File: src/rtl/copq_pkg.sv
package copq_pkg;

  typedef struct packed {
    logic [1:0] func;
    logic [7:0] handle;
    logic       is_announce;
    logic       is_mission;
    logic       is_header;
    logic [3:0] position;
  } in_item_t;

  typedef struct packed {
    logic [2:0] kind;
    logic [7:0] out_handle;
    logic [4:0] occupancy;
    logic       last;
  } res_item_t;

  localparam logic [1:0] FN_ENQ   = 2'd0;
  localparam logic [1:0] FN_DEQ   = 2'd1;
  localparam logic [1:0] FN_RMPOS = 2'd2;
  localparam logic [1:0] FN_RMH   = 2'd3;

  localparam logic [2:0] K_ENQUEUED  = 3'd0;
  localparam logic [2:0] K_DISCARDED = 3'd1;
  localparam logic [2:0] K_DROPPED   = 3'd2;
  localparam logic [2:0] K_DEQUEUED  = 3'd3;
  localparam logic [2:0] K_EMPTY     = 3'd4;
  localparam logic [2:0] K_REMOVED   = 3'd5;
  localparam logic [2:0] K_FULL      = 3'd6;
  localparam logic [2:0] K_IGNORED   = 3'd7;

  typedef enum logic [2:0] {
    ST_IDLE,
    ST_SCAN,
    ST_DECIDE,
    ST_CP_RD,
    ST_CP_WR,
    ST_FINAL
  } state_t;

endpackage

File: src/rtl/copq_mem.sv
module copq_mem import copq_pkg::*; #(
  parameter int DEPTH = 16,
  parameter int WIDTH = 11
) (
  input  logic                     clk,
  input  logic                     we,
  input  logic [$clog2(DEPTH)-1:0] waddr,
  input  logic [WIDTH-1:0]         wdata,
  input  logic                     re,
  input  logic [$clog2(DEPTH)-1:0] raddr,
  output logic [WIDTH-1:0]         rdata
);

  logic [WIDTH-1:0] mem [DEPTH];

  always_ff @(posedge clk) begin
    if (we) begin
      mem[waddr] <= wdata;
    end
    if (re) begin
      rdata <= mem[raddr];
    end
  end

endmodule

File: src/rtl/class_ordered_packet_queue_unit.sv
// Class-ordered packet queue. Entries live in two ping-pong memories: each
// operation first scans the current bank (one read a cycle), decides, then
// copies the new layout into the other bank, reading and then writing each held
// entry and writing an inserted item in its place, and swaps banks. A new item
// is accepted only in the idle state, after the copy and any final result; the
// single read port and the read-then-write copy set the pace. Results are
// delivered through an output register, and the copy and the final result wait
// only while the output is stalled.
module class_ordered_packet_queue_unit import copq_pkg::*; #(
  parameter int DEPTH       = 16,
  parameter int HANDLE_BITS = 8
) (
  input  logic      clk,
  input  logic      rst_n,
  input  logic      in_valid,
  output logic      in_ready,
  input  in_item_t  in_data,
  output logic      out_valid,
  input  logic      out_ready,
  output res_item_t out_data
);

  localparam int HB = HANDLE_BITS;
  localparam int EW = HB + 3;
  localparam int AW = $clog2(DEPTH);
  localparam int CW = $clog2(DEPTH + 1);
  localparam int PW = (CW > 4) ? CW : 4;

  state_t state_r, state_nxt;
  logic cur_r, cur_nxt;
  logic [CW-1:0] fill_r, fill_nxt;

  logic [1:0] func_r, func_nxt;
  logic [HB-1:0] h_r, h_nxt;
  logic ann_r, ann_nxt, mis_r, mis_nxt, hdr_r, hdr_nxt;
  logic [3:0] pos_r, pos_nxt;
  logic [CW-1:0] pidx_r, pidx_nxt;

  logic [CW-1:0] si_r, si_nxt, rj_r, rj_nxt;
  logic rv_r, rv_nxt;
  logic ann_any_r, ann_any_nxt, hf_r, hf_nxt;
  logic [CW-1:0] hdr_first_r, hdr_first_nxt;
  logic fnh_found_r, fnh_found_nxt, in_run_r, in_run_nxt;
  logic [CW-1:0] fnh_r, fnh_nxt, run_end_r, run_end_nxt;
  logic fr_found_r, fr_found_nxt;
  logic [CW-1:0] after_r, after_nxt, match_r, match_nxt;
  logic [HB-1:0] posh_r, posh_nxt;

  logic ins_pend_r, ins_pend_nxt;
  logic [CW-1:0] ins_src_r, ins_src_nxt, dlo_r, dlo_nxt, dhi_r, dhi_nxt;
  logic rmh_r, rmh_nxt, emit_r, emit_nxt, has_fin_r, has_fin_nxt;
  logic [2:0] fin_kind_r, fin_kind_nxt;
  logic [7:0] fin_h_r, fin_h_nxt;
  logic [CW-1:0] occ_r, occ_nxt, dleft_r, dleft_nxt;
  logic [CW-1:0] ci_r, ci_nxt, wi_r, wi_nxt;

  logic out_valid_r, out_valid_nxt;
  res_item_t out_r, out_nxt;

  logic rd_en, wr_en;
  logic [AW-1:0] rd_addr, wr_addr;
  logic [EW-1:0] wr_data, rd0, rd1, rd_data;
  logic [HB-1:0] dh;
  logic da, dm, dd, full, drop;

  copq_mem #(.DEPTH(DEPTH), .WIDTH(EW)) u_bank0 (
    .clk(clk), .we(wr_en && cur_r), .waddr(wr_addr), .wdata(wr_data),
    .re(rd_en && !cur_r), .raddr(rd_addr), .rdata(rd0)
  );

  copq_mem #(.DEPTH(DEPTH), .WIDTH(EW)) u_bank1 (
    .clk(clk), .we(wr_en && !cur_r), .waddr(wr_addr), .wdata(wr_data),
    .re(rd_en && cur_r), .raddr(rd_addr), .rdata(rd1)
  );

  assign rd_data   = cur_r ? rd1 : rd0;
  assign dh        = rd_data[HB-1:0];
  assign da        = rd_data[HB];
  assign dm        = rd_data[HB+1];
  assign dd        = rd_data[HB+2];
  assign full      = (fill_r == CW'(DEPTH));
  assign drop      = (ci_r >= dlo_r && ci_r < dhi_r) || (rmh_r && dh == h_r);
  assign in_ready  = (state_r == ST_IDLE);
  assign out_valid = out_valid_r;
  assign out_data  = out_r;

  always_ff @(posedge clk) begin
    if (!rst_n) begin
      state_r     <= ST_IDLE;
      cur_r       <= 1'b0;
      fill_r      <= '0;
      out_valid_r <= 1'b0;
      rv_r        <= 1'b0;
    end else begin
      state_r     <= state_nxt;
      cur_r       <= cur_nxt;
      fill_r      <= fill_nxt;
      out_valid_r <= out_valid_nxt;
      rv_r        <= rv_nxt;
    end
  end

  always_ff @(posedge clk) begin
    func_r <= func_nxt; h_r <= h_nxt; ann_r <= ann_nxt; mis_r <= mis_nxt;
    hdr_r <= hdr_nxt; pos_r <= pos_nxt; pidx_r <= pidx_nxt;
    si_r <= si_nxt; rj_r <= rj_nxt;
    ann_any_r <= ann_any_nxt; hf_r <= hf_nxt; hdr_first_r <= hdr_first_nxt;
    fnh_found_r <= fnh_found_nxt; in_run_r <= in_run_nxt; fnh_r <= fnh_nxt;
    run_end_r <= run_end_nxt; fr_found_r <= fr_found_nxt; after_r <= after_nxt;
    match_r <= match_nxt; posh_r <= posh_nxt;
    ins_pend_r <= ins_pend_nxt; ins_src_r <= ins_src_nxt;
    dlo_r <= dlo_nxt; dhi_r <= dhi_nxt; rmh_r <= rmh_nxt; emit_r <= emit_nxt;
    has_fin_r <= has_fin_nxt; fin_kind_r <= fin_kind_nxt; fin_h_r <= fin_h_nxt;
    occ_r <= occ_nxt; dleft_r <= dleft_nxt; ci_r <= ci_nxt; wi_r <= wi_nxt;
    out_r <= out_nxt;
  end

  always_comb begin
    state_nxt = state_r; cur_nxt = cur_r; fill_nxt = fill_r;
    func_nxt = func_r; h_nxt = h_r; ann_nxt = ann_r; mis_nxt = mis_r;
    hdr_nxt = hdr_r; pos_nxt = pos_r; pidx_nxt = pidx_r;
    si_nxt = si_r; rj_nxt = rj_r; rv_nxt = 1'b0;
    ann_any_nxt = ann_any_r; hf_nxt = hf_r; hdr_first_nxt = hdr_first_r;
    fnh_found_nxt = fnh_found_r; in_run_nxt = in_run_r; fnh_nxt = fnh_r;
    run_end_nxt = run_end_r; fr_found_nxt = fr_found_r; after_nxt = after_r;
    match_nxt = match_r; posh_nxt = posh_r;
    ins_pend_nxt = ins_pend_r; ins_src_nxt = ins_src_r;
    dlo_nxt = dlo_r; dhi_nxt = dhi_r; rmh_nxt = rmh_r; emit_nxt = emit_r;
    has_fin_nxt = has_fin_r; fin_kind_nxt = fin_kind_r; fin_h_nxt = fin_h_r;
    occ_nxt = occ_r; dleft_nxt = dleft_r; ci_nxt = ci_r; wi_nxt = wi_r;
    out_valid_nxt = out_valid_r && !out_ready;
    out_nxt = out_r;
    rd_en = 1'b0; rd_addr = '0;
    wr_en = 1'b0; wr_addr = wi_r[AW-1:0]; wr_data = rd_data;

    case (state_r)
      ST_IDLE: begin
        if (in_valid) begin
          func_nxt = in_data.func;
          h_nxt = HB'(in_data.handle);
          ann_nxt = in_data.is_announce;
          mis_nxt = in_data.is_mission;
          hdr_nxt = in_data.is_header;
          pos_nxt = in_data.position;
          pidx_nxt = (in_data.func == FN_DEQ) ? '0 : CW'(in_data.position);
          si_nxt = '0;
          ann_any_nxt = 1'b0; hf_nxt = 1'b0; hdr_first_nxt = fill_r;
          fnh_found_nxt = 1'b0; in_run_nxt = 1'b0; fnh_nxt = '0;
          run_end_nxt = fill_r; fr_found_nxt = 1'b0; after_nxt = '0;
          match_nxt = '0; posh_nxt = '0;
          state_nxt = ST_SCAN;
        end
      end

      ST_SCAN: begin
        if (si_r < fill_r) begin
          rd_en = 1'b1;
          rd_addr = si_r[AW-1:0];
          si_nxt = si_r + CW'(1);
          rj_nxt = si_r;
          rv_nxt = 1'b1;
        end else if (!rv_r) begin
          state_nxt = ST_DECIDE;
        end
        if (rv_r) begin
          if (da) ann_any_nxt = 1'b1;
          if (dd && !hf_r) begin
            hf_nxt = 1'b1;
            hdr_first_nxt = rj_r;
          end
          if (!dm && dd && !fnh_found_r) begin
            fnh_found_nxt = 1'b1;
            fnh_nxt = rj_r;
            in_run_nxt = 1'b1;
          end else if (in_run_r && dm) begin
            run_end_nxt = rj_r;
            in_run_nxt = 1'b0;
          end
          if (!dm && dd) begin
            fr_found_nxt = 1'b1;
            after_nxt = rj_r;
          end else if (fr_found_r && !dm) begin
            after_nxt = rj_r;
          end
          if (dh == h_r) match_nxt = match_r + CW'(1);
          if (rj_r == pidx_r) posh_nxt = dh;
        end
      end

      ST_DECIDE: begin
        ins_pend_nxt = 1'b0; ins_src_nxt = '0;
        dlo_nxt = '0; dhi_nxt = '0; rmh_nxt = 1'b0; emit_nxt = 1'b0;
        has_fin_nxt = 1'b1; fin_kind_nxt = K_ENQUEUED; fin_h_nxt = 8'(h_r);
        occ_nxt = fill_r; dleft_nxt = '0; ci_nxt = '0; wi_nxt = '0;
        state_nxt = ST_FINAL;
        case (func_r)
          FN_ENQ: begin
            if (ann_r && ann_any_r) begin
              fin_kind_nxt = K_DISCARDED;
            end else if (!mis_r && !ann_r && hdr_r && fnh_found_r) begin
              ins_pend_nxt = 1'b1;
              ins_src_nxt = run_end_r;
              dlo_nxt = fnh_r;
              dhi_nxt = run_end_r;
              emit_nxt = 1'b1;
              dleft_nxt = run_end_r - fnh_r;
              occ_nxt = fill_r - (run_end_r - fnh_r) + CW'(1);
              state_nxt = ST_CP_RD;
            end else if (full) begin
              fin_kind_nxt = K_FULL;
            end else begin
              ins_pend_nxt = 1'b1;
              occ_nxt = fill_r + CW'(1);
              if (ann_r) ins_src_nxt = hdr_first_r;
              else if (mis_r || hdr_r) ins_src_nxt = fill_r;
              else ins_src_nxt = fr_found_r ? after_r + CW'(1) : '0;
              state_nxt = ST_CP_RD;
            end
          end
          FN_DEQ: begin
            if (fill_r == '0) begin
              fin_kind_nxt = K_EMPTY;
              fin_h_nxt = '0;
            end else begin
              fin_kind_nxt = K_DEQUEUED;
              fin_h_nxt = 8'(posh_r);
              dlo_nxt = '0;
              dhi_nxt = CW'(1);
              occ_nxt = fill_r - CW'(1);
              state_nxt = ST_CP_RD;
            end
          end
          FN_RMPOS: begin
            if (PW'(pos_r) >= PW'(fill_r)) begin
              fin_kind_nxt = K_IGNORED;
              fin_h_nxt = '0;
            end else begin
              fin_kind_nxt = K_REMOVED;
              fin_h_nxt = 8'(posh_r);
              dlo_nxt = pidx_r;
              dhi_nxt = pidx_r + CW'(1);
              occ_nxt = fill_r - CW'(1);
              state_nxt = ST_CP_RD;
            end
          end
          default: begin
            if (match_r == '0) begin
              fin_kind_nxt = K_IGNORED;
            end else begin
              has_fin_nxt = 1'b0;
              rmh_nxt = 1'b1;
              emit_nxt = 1'b1;
              dleft_nxt = match_r;
              occ_nxt = fill_r - match_r;
              state_nxt = ST_CP_RD;
            end
          end
        endcase
      end

      ST_CP_RD: begin
        if (ins_pend_r && ci_r == ins_src_r) begin
          wr_en = 1'b1;
          wr_data = {hdr_r, mis_r, ann_r, h_r};
          wi_nxt = wi_r + CW'(1);
          ins_pend_nxt = 1'b0;
        end else if (ci_r < fill_r) begin
          rd_en = 1'b1;
          rd_addr = ci_r[AW-1:0];
          state_nxt = ST_CP_WR;
        end else begin
          cur_nxt = !cur_r;
          fill_nxt = occ_r;
          state_nxt = has_fin_r ? ST_FINAL : ST_IDLE;
        end
      end

      ST_CP_WR: begin
        if (drop && emit_r) begin
          if (!out_valid_r || out_ready) begin
            out_valid_nxt = 1'b1;
            out_nxt.kind = rmh_r ? K_REMOVED : K_DROPPED;
            out_nxt.out_handle = 8'(dh);
            out_nxt.occupancy = 5'(occ_r);
            out_nxt.last = !has_fin_r && (dleft_r == CW'(1));
            dleft_nxt = dleft_r - CW'(1);
            ci_nxt = ci_r + CW'(1);
            state_nxt = ST_CP_RD;
          end
        end else begin
          if (!drop) begin
            wr_en = 1'b1;
            wi_nxt = wi_r + CW'(1);
          end
          ci_nxt = ci_r + CW'(1);
          state_nxt = ST_CP_RD;
        end
      end

      ST_FINAL: begin
        if (!out_valid_r || out_ready) begin
          out_valid_nxt = 1'b1;
          out_nxt.kind = fin_kind_r;
          out_nxt.out_handle = fin_h_r;
          out_nxt.occupancy = 5'(occ_r);
          out_nxt.last = 1'b1;
          state_nxt = ST_IDLE;
        end
      end

      default: state_nxt = ST_IDLE;
    endcase
  end

endmodule

File: config.mk
export PLATFORM = sky130hd
export DESIGN_NAME = class_ordered_packet_queue_unit
export DESIGN_NICKNAME = d
export VERILOG_FILES = /design/src/rtl/copq_pkg.sv /design/src/rtl/copq_mem.sv /design/src/rtl/class_ordered_packet_queue_unit.sv
export SDC_FILE = /design/constraint.sdc
export NUM_CORES = 1
export LEC_CHECK = 0
export BUFFER_PORTS_ARGS = -buffer_cell sky130_fd_sc_hd__buf_2
export CAP_MARGIN = 5
export CORE_ASPECT_RATIO = 0.5
export CORE_MARGIN = 2
export CORE_UTILIZATION = 63
export CTS_CLUSTER_DIAMETER = 60
export CTS_CLUSTER_SIZE = 10
export DETAILED_ROUTE_END_ITERATION = 16
export PLACE_DENSITY_LB_ADDON = 0.25
export SYNTH_ARGS = -nofsm -noshare
export SYNTH_HDL_FRONTEND = slang
export SYNTH_HIERARCHICAL = 1
export SYNTH_SLANG_ARGS = --single-unit
File: constraint.sdc
create_clock -name clk -period 4.6 [get_ports clk]
set_input_delay 0.92 -clock clk [delete_from_list [all_inputs] [get_ports clk]]
set_output_delay 0.92 -clock clk [all_outputs]
set_load 0.05 [all_outputs]
==> results.cfg <==
[synth]
synthMuxAreaShare_pct = 10.6
async_flop_share_pct = 0
synth-seq-cells = 520
synth_top_family_by_area = multiplexers
synth_fa_ha_area_share_pct = 3.17
yosys-top-cells-count = edfxtp_1, nor2_1, nand2_1, a21oi_1, inv_1
syn_nets = 1434
yosysSeqAreaShare_pct = 69.1
netlist_area_um2 = 22500
synth_cell_type_count = 76
ys_warn_count = 6
synth-xor-area-share_pct = 2.03
synthSimpleGateAreaFrac_pct = 6.25
synth_ff_type = edfxtp_1
synth.most_common_cell = edfxtp_1
synth_area_per_cell_um2 = 16.5
synth.area.top_cells = edfxtp_1, mux4_1, mux4_2
yosys.area.top_type = edfxtp_1
synth_edf_count = 509
synth_top_cell_area_share_pct = 68.1
syn_inst = 1358
synth_compound_area_share_pct = 6.26

[timing]
finalClockSkew_ns = 0.0236
fin_ws_ns = 0.558
setup_tns_ns = 0
fmax_ghz = 0.247
setup-violations-final = 0
drv_slew = 0
finalCriticalPeriod_ns = 4.04
timing_hold_violations_final = 0
rsz0062_at_grt = no
final.period_utilization_pct = 87.9
slew_headroom_pct = 15.8
worstMarginPinSlew_ns = 1.26

[global_route]
grt_use_total_pct = 29.1
grt_pass1_wl_um = 79200
globalRoute.totalOverflow = 0
antenna_found_initial = 0
grt_max_degree = 44
grt_pass1_vias = 13000

[clock_tree]
cts_inserted_buffers = 57
cts_tree = done
clk_path_buf_depth = 3
root_buffer = clkbuf_16
clkLatencyLatePin_ns = 0.61
cts_sinks = 520
cts_htree_levels = 2
cts_resized = 0
hold_buffers = 0
postCtsSetupBuffers = 0
clkTransAtPathRegs_ns = 0.06

[finish]
syn_to_final_growth_pct = 11.5
layoutNonFillerInstCount = 1964
num-nets-final = 1544
diodes = 0
final_area_um2 = 25000
drive_above_1_share_pct = 16.8
fillers = 2102

[critical_path]
cpPeakStageDelay_ns = 0.61
crit_end = u_bank0/rdata[7]
r2r-end = u_bank0/rdata[7]
startpoint_type = flop
cp.required_ns = 4.94
r2r_slack_ns = 0.56
crit_fanout = 31
critPathSlowestCell = mux4_1
cp-startpoint = fill_r[1]
arrival_ns = 4.38
crit_type = flop to flop
path_cells = inv_1 -> ha_1 -> a21o_1 -> a31oi_1 -> o21ai_0 -> nor3_1 -> buf_4 -> a22o_4 -> buf_12 -> mux4_1 -> a22oi_1 -> nand2_1
r2r_cells = 12
r2r_start = fill_r[1]
cp-end-kind = flop

[route]
drtAntennaViolNets = 0
avgViaCountPerCell = 6.51
drtIter0Drc = 1688
wl_per_cell_um = 26.7
vias = 12800
first_pass_iters = 5
wirelength_um = 52400
remaining_drc_errors = 0

[floorplan]
core_area_um2 = 34800
die_w_um = 271
die_area_um2 = 37300
start_util_pct = 64.6
rows = 48
die_y_um = 137
ios = 40

[place]
port_buffers = 39
place_ws_ns = 0.645
placed_cell_area_um2 = 23500
gp_congestion = 0.901
dpl.hpwl_um = 33800
dp_cells = 1884

[power]
pwr-share-clk_pct = 29.3
netSwitchingFraction_pct = 30.5
cellPowerDensity_nw_per_um2 = 547
leakage_nw = 8.59
pwr-share-seq_pct = 47.0
p_switching_mw = 4.18
ir_drop_mv = 0.332
combPwrFrac_pct = 23.8
internal-power_mw = 9.51

[run]
max_cap_violations = 0

[min_path]
hold_class = flop to flop

[run_status]
run_status = complete, no violations
[cell families after synthesis]
logic type | count (synthesis)
flip-flops | 520
AND/OR/NAND/NOR | 295
AO/OA/AOI/OAI | 216
buffers and inverters | 110
multiplexers | 110
adder cells (fa/ha/maj) | 55
XOR/XNOR | 52
[per-layer routing]
layer | global-route usage, % | vias to the layer above | wire length (um)
met1 | 39.7 | 6523 | 20900
li1 | - | 5522 | -
met5 | 0 | - | 0
met4 | 11.2 | 0 | 1690
met2 | 46.9 | 639 | 25000
met3 | 6.38 | 105 | 4860
[worst min path at each step]
stage                  endpoint     start  slack, ns  cells after the start
floorplan           out_data[1]  occ_r[0]       0.43                      0
global placement    out_data[2]  occ_r[1]       0.45                      0
detailed placement  out_data[3]  occ_r[2]       0.45                      0
CTS                 out_data[2]  occ_r[1]       0.46                      0
global route        out_data[2]  occ_r[1]       0.47                      0
finish              out_data[2]  occ_r[1]       0.46                      0
[through the flow]
stage,power (mW),hold slack [ns],util [%]
3_5_place_dp,9.69,0.451,67.5
3_3_place_gp,9.60,0.446,67.5
2_1_floorplan,8.60,0.426,-
6_report,13.7,0.462,72.0
5_1_grt,14.2,0.472,72.0
4_1_cts,13.7,0.462,72.0
[power groups by stage]
stage	Combinational [mW]	Sequential, mW	Clock, mW
floorplan	2.23	6.37	0
global placement	3.11	6.49	0
CTS	3.23	6.42	4.05
finish	3.25	6.43	4.01
detailed placement	3.18	6.51	0
global route	3.55	6.46	4.23
[worst max-delay path, delay by kind of cell, from the launching register on]
| kind | cells | cell delay, ns |
|---|---|---|
| compound gates | 5 | 1.24 |
| fa+ha+maj | 1 | 0.27 |
| buf+inv | 3 | 0.76 |
| simple gates | 2 | 0.32 |
| flops | 1 | 0.53 |
| mux | 1 | 0.61 |
[flip-flops by register name (all words and copies together) (netlist names), 8 cells and up]
signal and flops:
u_bank0/mem 176, fin_h_r 8, u_bank1/mem 176, h_r 8
u_bank0/rdata 11, out_data 17, posh_r 8, u_bank1/rdata 11
[layout by cell type, fill, tap and decap left out, types with 31 or more instances in the layout]
master,netlist,final
edfxtp_1,509,509
clkbuf_16,0,57
a22oi_1,46,46
ha_1,52,52
mux4_2,46,46
o21ai_0,41,41
nand3_1,31,31
a21oi_1,64,54
xnor2_1,33,33
inv_1,53,53
nor2_1,99,99
buf_2,13,39
mux4_1,42,42
buf_4,4,63
nand2_1,76,76
[cell type report]
cell class / instances / area, um2 / share of cell area (%)
Multi-Input combinational cell: 728 / 6430 / 25.7
Tap cell: 475 / 594 / 2.37
Clock buffer: 77 / 1500 / 6.00
Inverter: 55 / 206 / 0.824
Timing Repair Buffer: 106 / 748 / 2.99
Clock inverter: 3 / 58.8 / 0.235
Sequential cell: 520 / 15500 / 61.9
No activity file was read; power rests on OpenSTA's default activity.
